### src/design/suk_pkg.sv
// Package for the sorted unique key table: item types, status codes and the
// wave record that walks the cell chain. No dependencies.
`timescale 1ns / 1ps
`default_nettype none
package suk_pkg;

   localparam int unsigned DEFAULT_CAPACITY = 16;
   localparam int unsigned POS_OUT_W        = 4;
   localparam int unsigned COUNT_OUT_W      = 5;

   localparam logic ACT_INSERT = 1'b0;
   localparam logic ACT_SEARCH = 1'b1;

   typedef enum logic [2:0] {
      ST_INSERTED  = 3'd0,
      ST_DUPLICATE = 3'd1,
      ST_FULL      = 3'd2,
      ST_FOUND     = 3'd3,
      ST_NOT_FOUND = 3'd4
   } status_type;

   typedef struct packed {
      logic               action;
      logic signed [31:0] key;
   } req_type;

   typedef struct packed {
      status_type                 status;
      logic [POS_OUT_W-1:0]       match_position;
      logic [COUNT_OUT_W-1:0]     entry_count;
   } rsp_type;

   // One item in flight along the chain. key is the search key, or the key
   // being carried upward by an insert once it has displaced a stored one.
   typedef struct packed {
      logic               live;
      logic               search;
      logic               lookup;   // compare only, no store change
      logic               placed;
      logic               done;
      status_type         status;
      logic signed [31:0] key;
   } wave_type;

endpackage
`default_nettype wire

### src/design/suk_cell.sv
// One cell of the sorted unique key table: holds one key and its valid bit,
// and passes the item wave to the next cell each cycle. Uses suk_pkg.
`timescale 1ns / 1ps
`default_nettype none
module suk_cell #(
   parameter int unsigned POS_W = 4,
   parameter int unsigned INDEX = 0
) (
   input  logic               clock,
   input  logic               reset,
   input  suk_pkg::wave_type  up_wave,
   input  logic [POS_W-1:0]   up_pos,
   output suk_pkg::wave_type  dn_wave,
   output logic [POS_W-1:0]   dn_pos
);
   import suk_pkg::*;

   logic signed [31:0] key_ff, key_in;
   logic               valid_ff, valid_in;
   wave_type           wave_ff, wave_in;
   logic [POS_W-1:0]   pos_ff, pos_in;
   logic               lt, eq;
   logic [POS_W-1:0]   my_pos;

   assign my_pos = POS_W'(INDEX);
   assign lt     = valid_ff && (key_ff < up_wave.key);
   assign eq     = valid_ff && (key_ff == up_wave.key);

   always_comb begin
      key_in   = key_ff;
      valid_in = valid_ff;
      wave_in  = up_wave;
      pos_in   = up_pos;
      if (up_wave.live && !up_wave.done) begin
         if (up_wave.lookup) begin
            if (eq) begin
               wave_in.done   = 1'b1;
               wave_in.status = up_wave.search ? ST_FOUND : ST_DUPLICATE;
               pos_in         = up_wave.search ? my_pos : '0;
            end else if (!lt) begin
               wave_in.done   = 1'b1;
               wave_in.status = up_wave.search ? ST_NOT_FOUND : ST_FULL;
               pos_in         = '0;
            end
         end else if (!up_wave.placed) begin
            if (eq) begin
               wave_in.done   = 1'b1;
               wave_in.status = ST_DUPLICATE;
               pos_in         = '0;
            end else if (!lt) begin
               // first larger or empty cell: take the key, push the old one up
               key_in         = up_wave.key;
               valid_in       = 1'b1;
               wave_in.placed = 1'b1;
               pos_in         = my_pos;
               if (valid_ff) begin
                  wave_in.key = key_ff;
               end else begin
                  wave_in.done   = 1'b1;
                  wave_in.status = ST_INSERTED;
               end
            end
         end else begin
            key_in   = up_wave.key;
            valid_in = 1'b1;
            if (valid_ff) begin
               wave_in.key = key_ff;
            end else begin
               wave_in.done   = 1'b1;
               wave_in.status = ST_INSERTED;
            end
         end
      end
   end

   always_ff @(posedge clock) begin
      key_ff <= key_in;
      pos_ff <= pos_in;
      if (reset) begin
         valid_ff <= 1'b0;
         wave_ff  <= '0;
      end else begin
         valid_ff <= valid_in;
         wave_ff  <= wave_in;
      end
   end

   assign dn_wave = wave_ff;
   assign dn_pos  = pos_ff;

endmodule
`default_nettype wire

### src/design/sorted_unique_key_table.sv
// Top level of the sorted unique key table: chain of suk_cell instances,
// item entry, result register and key count. Uses suk_pkg and suk_cell.
`timescale 1ns / 1ps
`default_nettype none
// Keeps up to CAPACITY signed keys in ascending order without duplicates.
// Raise start with req_data while busy is low; the item is taken at that edge.
// The item walks the chain of CAPACITY cells, one cell per cycle, comparing,
// inserting and shifting larger keys up as it goes. Its result appears on
// rsp_data with rsp_strobe high for one cycle, and must be captured then;
// rsp_data keeps it until the next result. busy drops with the strobe, so a
// new item is taken only once the previous result is out. An insert into a
// full table reports full (or duplicate, if the key is present) and changes
// nothing. The table is empty after reset.
module sorted_unique_key_table #(
   parameter int unsigned CAPACITY = suk_pkg::DEFAULT_CAPACITY
) (
   input  logic              clock,
   input  logic              reset,
   input  logic              start,
   output logic              busy,
   input  suk_pkg::req_type  req_data,
   output logic              rsp_strobe,
   output suk_pkg::rsp_type  rsp_data
);
   import suk_pkg::*;

   localparam int unsigned POS_W = (CAPACITY > 1) ? $clog2(CAPACITY) : 1;
   localparam int unsigned CNT_W = $clog2(CAPACITY + 1);

   wave_type          chain [CAPACITY+1];
   logic [POS_W-1:0]  pos_chain [CAPACITY+1];

   logic              busy_ff, busy_in;
   logic              rsp_strobe_ff, rsp_strobe_in;
   rsp_type           rsp_ff, rsp_in;
   logic [CNT_W-1:0]  count_ff, count_in;
   logic              accept, full;
   wave_type          tail;
   logic [POS_W-1:0]  tail_pos;
   logic [POS_W+POS_OUT_W-1:0]   pos_wide;
   logic [CNT_W+COUNT_OUT_W-1:0] cnt_wide;

   assign accept = start && !busy_ff;
   assign full   = (count_ff == CNT_W'(CAPACITY));

   always_comb begin
      chain[0]        = '0;
      chain[0].live   = accept;
      chain[0].search = (req_data.action == ACT_SEARCH);
      chain[0].lookup = (req_data.action == ACT_SEARCH) || full;
      chain[0].status = ST_INSERTED;
      chain[0].key    = req_data.key;
      pos_chain[0]    = '0;
   end

   for (genvar i = 0; i < CAPACITY; i++) begin : g_cell
      suk_cell #(
         .POS_W (POS_W),
         .INDEX (i)
      ) u_cell (
         .clock   (clock),
         .reset   (reset),
         .up_wave (chain[i]),
         .up_pos  (pos_chain[i]),
         .dn_wave (chain[i+1]),
         .dn_pos  (pos_chain[i+1])
      );
   end

   assign tail     = chain[CAPACITY];
   assign tail_pos = pos_chain[CAPACITY];

   always_comb begin
      busy_in       = busy_ff;
      rsp_strobe_in = 1'b0;
      count_in      = count_ff;
      rsp_in        = rsp_ff;
      pos_wide      = '0;
      cnt_wide      = '0;
      if (accept) begin
         busy_in = 1'b1;
      end
      if (tail.live) begin
         busy_in       = 1'b0;
         rsp_strobe_in = 1'b1;
         if (tail.done && tail.status == ST_INSERTED) begin
            count_in = CNT_W'(count_ff + 1'b1);
         end
         pos_wide = {{POS_OUT_W{1'b0}}, tail_pos};
         cnt_wide = {{COUNT_OUT_W{1'b0}}, count_in};
         if (tail.done) begin
            rsp_in.status         = tail.status;
            rsp_in.match_position = pos_wide[POS_OUT_W-1:0];
         end else begin
            // ran past every stored key without a hit
            rsp_in.status         = tail.search ? ST_NOT_FOUND : ST_FULL;
            rsp_in.match_position = '0;
         end
         rsp_in.entry_count = cnt_wide[COUNT_OUT_W-1:0];
      end
   end

   always_ff @(posedge clock) begin
      rsp_ff <= rsp_in;
      if (reset) begin
         busy_ff       <= 1'b0;
         rsp_strobe_ff <= 1'b0;
         count_ff      <= '0;
      end else begin
         busy_ff       <= busy_in;
         rsp_strobe_ff <= rsp_strobe_in;
         count_ff      <= count_in;
      end
   end

   assign busy       = busy_ff;
   assign rsp_strobe = rsp_strobe_ff;
   assign rsp_data   = rsp_ff;

   a_strobe_frees: assert property (@(posedge clock) disable iff (reset)
      rsp_strobe_ff |-> !busy_ff)
      else $error("busy still high after result");

   a_strobe_after_busy: assert property (@(posedge clock) disable iff (reset)
      rsp_strobe_ff |-> $past(busy_ff))
      else $error("result without an item in flight");

   a_count_bound: assert property (@(posedge clock) disable iff (reset)
      count_ff <= CNT_W'(CAPACITY))
      else $error("key count above capacity");

   a_insert_counts: assert property (@(posedge clock) disable iff (reset)
      (rsp_strobe_ff && rsp_ff.status == ST_INSERTED)
         |-> (count_ff == CNT_W'($past(count_ff) + 1'b1)))
      else $error("insert did not advance the key count");

endmodule
`default_nettype wire

### config.mk
export PLATFORM = sky130hd
export DESIGN_NAME = sorted_unique_key_table
export DESIGN_NICKNAME = d
export VERILOG_FILES = /design/src/design/suk_pkg.sv /design/src/design/suk_cell.sv /design/src/design/sorted_unique_key_table.sv
export SDC_FILE = /design/constraint.sdc
export NUM_CORES = 2
export LEC_CHECK = 0
export ABC_AREA = 1
export BUFFER_PORTS_ARGS = -buffer_cell sky130_fd_sc_hd__buf_2
export CAP_MARGIN = 0
export CELL_PAD_IN_SITES_DETAIL_PLACEMENT = 1
export CELL_PAD_IN_SITES_GLOBAL_PLACEMENT = 1
export CORE_UTILIZATION = 40
export DETAILED_ROUTE_END_ITERATION = 8
export GPL_TIMING_DRIVEN = 0
export PLACE_DENSITY = 0.68
export SYNTH_ARGS = -nofsm -noshare
export SYNTH_HDL_FRONTEND = slang
export SYNTH_SLANG_ARGS = --single-unit
export TNS_END_PERCENT = 50
### constraint.sdc
create_clock -name clock -period 9.1 [get_ports clock]
set_input_delay 1.365 -clock clock [delete_from_list [all_inputs] [get_ports clock]]
set_output_delay 1.365 -clock clock [all_outputs]
set_load 0.01 [all_outputs]
==> qor.csv <==
metric;value;unit
rsz0062_at_grt;no;
htreeDepth;4;
grtUsageTotal;22.3;%
powerDensity;184;nW/um^2
power.switching;2.70;mW
dpl-instance-area;60000;sq um
crit_top_cell;nand2_1;
ir_drop;0.132;mV
firstDrtPassIters;5;
clk_pin_slew;0.06;ns
reg2reg_depth;14;
nets;7591;
hp-class;reg2reg;
timing_worst_setup_path_type;reg2reg;
die-area;145000;sq um
cts_max_path_buffers;3;
fin_worst_skew;0.0250;ns
antennaDiodeCount;0;
fin_crit_sh;42.7;%
power_frac_seq;47.8;%
antenna_left;0;
power;12.0;mW
io_pins;50;
tightest_slew;1.36;ns
cts_sinks;1202;
overflow;0;
syn_area;57300;sq um
grt_pass1_vias;47606;
die_w;381;um
worstReg2RegStart;g_cell[9].u_cell.dn_wave[23]$_SDFF_PP0_;
dieHeight;381;um
crit_required;9.62;ns
cts_setup_buffers;0;
path_max_fanout;20;
drv_cap;0;
grt_pass1_wl;257;mm
num_vias;44686;
avgSynthCellArea;8.38;sq um
row_count;138;
netlist_instances;6843;
fmax;257;MHz
drt_wl_total;161;mm
cp-end-kind;register;
cts_tree;done;
cpPeakStageDelay;0.66;ns
status;finished clean;
drtIter0Drc;1992;
holdPathStages;2;
ctsResizeCount;0;
grt_max_degree;36;
slew_violations;0;
fp.coreArea;142000;sq um
route.detailed.drc;0;
antenna_found_initial;9;
worstSkewPairLatency;0.78;ns
synth_cell_type_count;49;
path_cells;inv_1 -> ha_1 -> nand2_1 -> nor2_1 -> inv_2 -> nor3_4 -> nand2_1 -> nand3b_1 -> nand3_2 -> nand2_4 -> nand2_4 -> nand2_1 -> clkinv_1 -> buf_8;
finalHoldViolCount;0;
ys_ff_latch;1202;
min_to;g_cell[8].u_cell.dn_pos[1]$_DFF_P_;
hpwl;123;mm
slew_headroom;9.42;%
numCtsBuffers;139;
ctsRootBufferMaster;clkbuf_16;
r2r_setup_slack;5.22;ns
syn_to_final_growth;13.4;%
p_comb_share;3.1;%
most-common-layout-cells;nand2_1 (1726), nor2_1 (1196), inv_1 (918), dfxtp_1 (678), edfxtp_1 (524);
p_int;9.26;mW
hold_start;g_cell[7].u_cell.dn_pos[1]$_DFF_P_;
final_common_cell;nand2_1;
synth_nets;7393;
crit_family;simple AND/OR/NAND/NOR gates;
p_sw_share;22.6;%
finalInstanceArea;65000;sq um
clkPwrFrac;49.1;%
gp_congestion;0.861;
layout-drive-gt1-share;6.36;%
finalSetupTns;0;ns
vias_per_cell;4.94;
io_buffers;49;
r2r-end;g_cell[10].u_cell.key_ff[24]$_DFFE_PP_;
crit_cells;14;
ys_seq_area_share;51.1;%
yosys_warnings;0;
fin_crit;3.88;ns
p_leak;29.5;nW
cts-hold-fix-buffers;0;
crit_path_top_delay_cell;clkinv_1;
wl_per_cell;17.8;um
cp-start-kind;register;
critPathBufInv;4;
crit_arrival;4.40;ns
initial_core_util;40.4;%
setup_violations;0;
-- logic make-up after synthesis --
kind of cell	share of synthesized area, %
buffers and inverters	7.58
flip-flops	51.1
AO/OA/AOI/OAI	6.94
XOR/XNOR	0.0611
AND/OR/NAND/NOR	23.1
adder cells (fa/ha/maj)	11.2
-- cell usage after synthesis, drive strengths merged --
library cell  count  share of area, %
nand2          1744                12
nor2           1202               7.9
inv             930               6.1
dfxtp           678                24
edfxtp          524                27
ha              514                11
a21oi           369               3.2
o21ai           236               2.1
nand3           198               2.0
buf              99               1.0
clkbuf           72              0.47
nor3             56              0.60
nand4            54              0.61
o21a             31              0.41
a31oi            27              0.29
o211ai           27              0.35
nor4             13              0.19
o21bai           13              0.17
nand3b           10              0.13
a21o              7             0.092
a21boi            5             0.065
a211oi            4             0.052
a41oi             4             0.061
or2               4             0.044
xor2              4             0.061
and3              3             0.033
clkinv            3             0.020
o31ai             3             0.039
o221ai            2             0.031
o32ai             2             0.031
a211o             1             0.015
a311oi            1             0.015
and2              1             0.011
o211a             1             0.017
o22ai             1             0.011
-- worst max path at each step --
stage                                            start                                      end  slack (ns)
2_1_floorplan                             req_data[31]     g_cell[0].u_cell.key_ff[0]$_DFFE_PP_        4.70
3_3_place_gp                              req_data[31]    g_cell[0].u_cell.key_ff[26]$_DFFE_PP_        3.08
3_5_place_dp                              req_data[31]  g_cell[0].u_cell.dn_wave[27]$_SDFF_PP0_        4.84
4_1_cts         g_cell[15].u_cell.key_ff[31]$_DFFE_PP_   g_cell[15].u_cell.key_ff[19]$_DFFE_PP_        4.99
5_1_grt        g_cell[6].u_cell.dn_wave[31]$_SDFF_PP0_    g_cell[7].u_cell.key_ff[23]$_DFFE_PP_        4.88
6_report       g_cell[9].u_cell.dn_wave[23]$_SDFF_PP0_   g_cell[10].u_cell.key_ff[24]$_DFFE_PP_        5.22
-- layout make-up --
class	instances	area (sq um)
buffer	171	847
clock buffer	190	4130
clock inverter	68	728
fill	16874	76900
inverter	933	3500
multi-input combinational	4537	23700
sequential	1202	29300
tap	1890	2360
timing repair buffer	57	433
-- flip-flops by register name (all words and copies together) (netlist names) --
register	count
busy	1
rsp_strobe	1
g_cell.u_cell.dn_wave	606
g_cell.u_cell.dn_pos	49
rsp_data	12
g_cell.u_cell.key_ff	512
g_cell.u_cell.valid_ff	16
count_ff	5
-- per-stage QoR --
stage	std cells	util, %	hold slack [ns]	setup slack (ns)
after global placement	8782	42.2	0.403	3.08
final	9048	45.8	0.411	5.22
after CTS	9044	45.7	0.416	4.99
after global routing	9048	45.8	0.426	4.88
after floorplan	6843	-	0.394	4.70
after detailed placement	8786	42.3	0.403	4.84
-- per-layer routing --
layer  up-vias  GRT usage, %  part of all wire, %
met1     21562          28.8                   46
met2       498          38.9                   48
met5         -             0                    0
li1      22357             -                    -
met3       269          2.55                  2.6
met4         0          7.03                  2.8
-- power groups by stage --
stage	clock network (mW)	registers [mW]	logic (mW)
6_report	5.87	5.72	0.369
2_1_floorplan	0	5.82	0.229
3_3_place_gp	0	5.83	0.355
4_1_cts	6.00	5.72	0.376
5_1_grt	6.20	5.72	0.420
3_5_place_dp	0	5.84	0.371
-- tightest hold or removal path: stages, from the launching register on --
cell,delay (ns)
dfxtp_1,0.30
inv_1,0.04
nor2_1,0.03
Note: power is estimated with default switching activity, not from simulation.
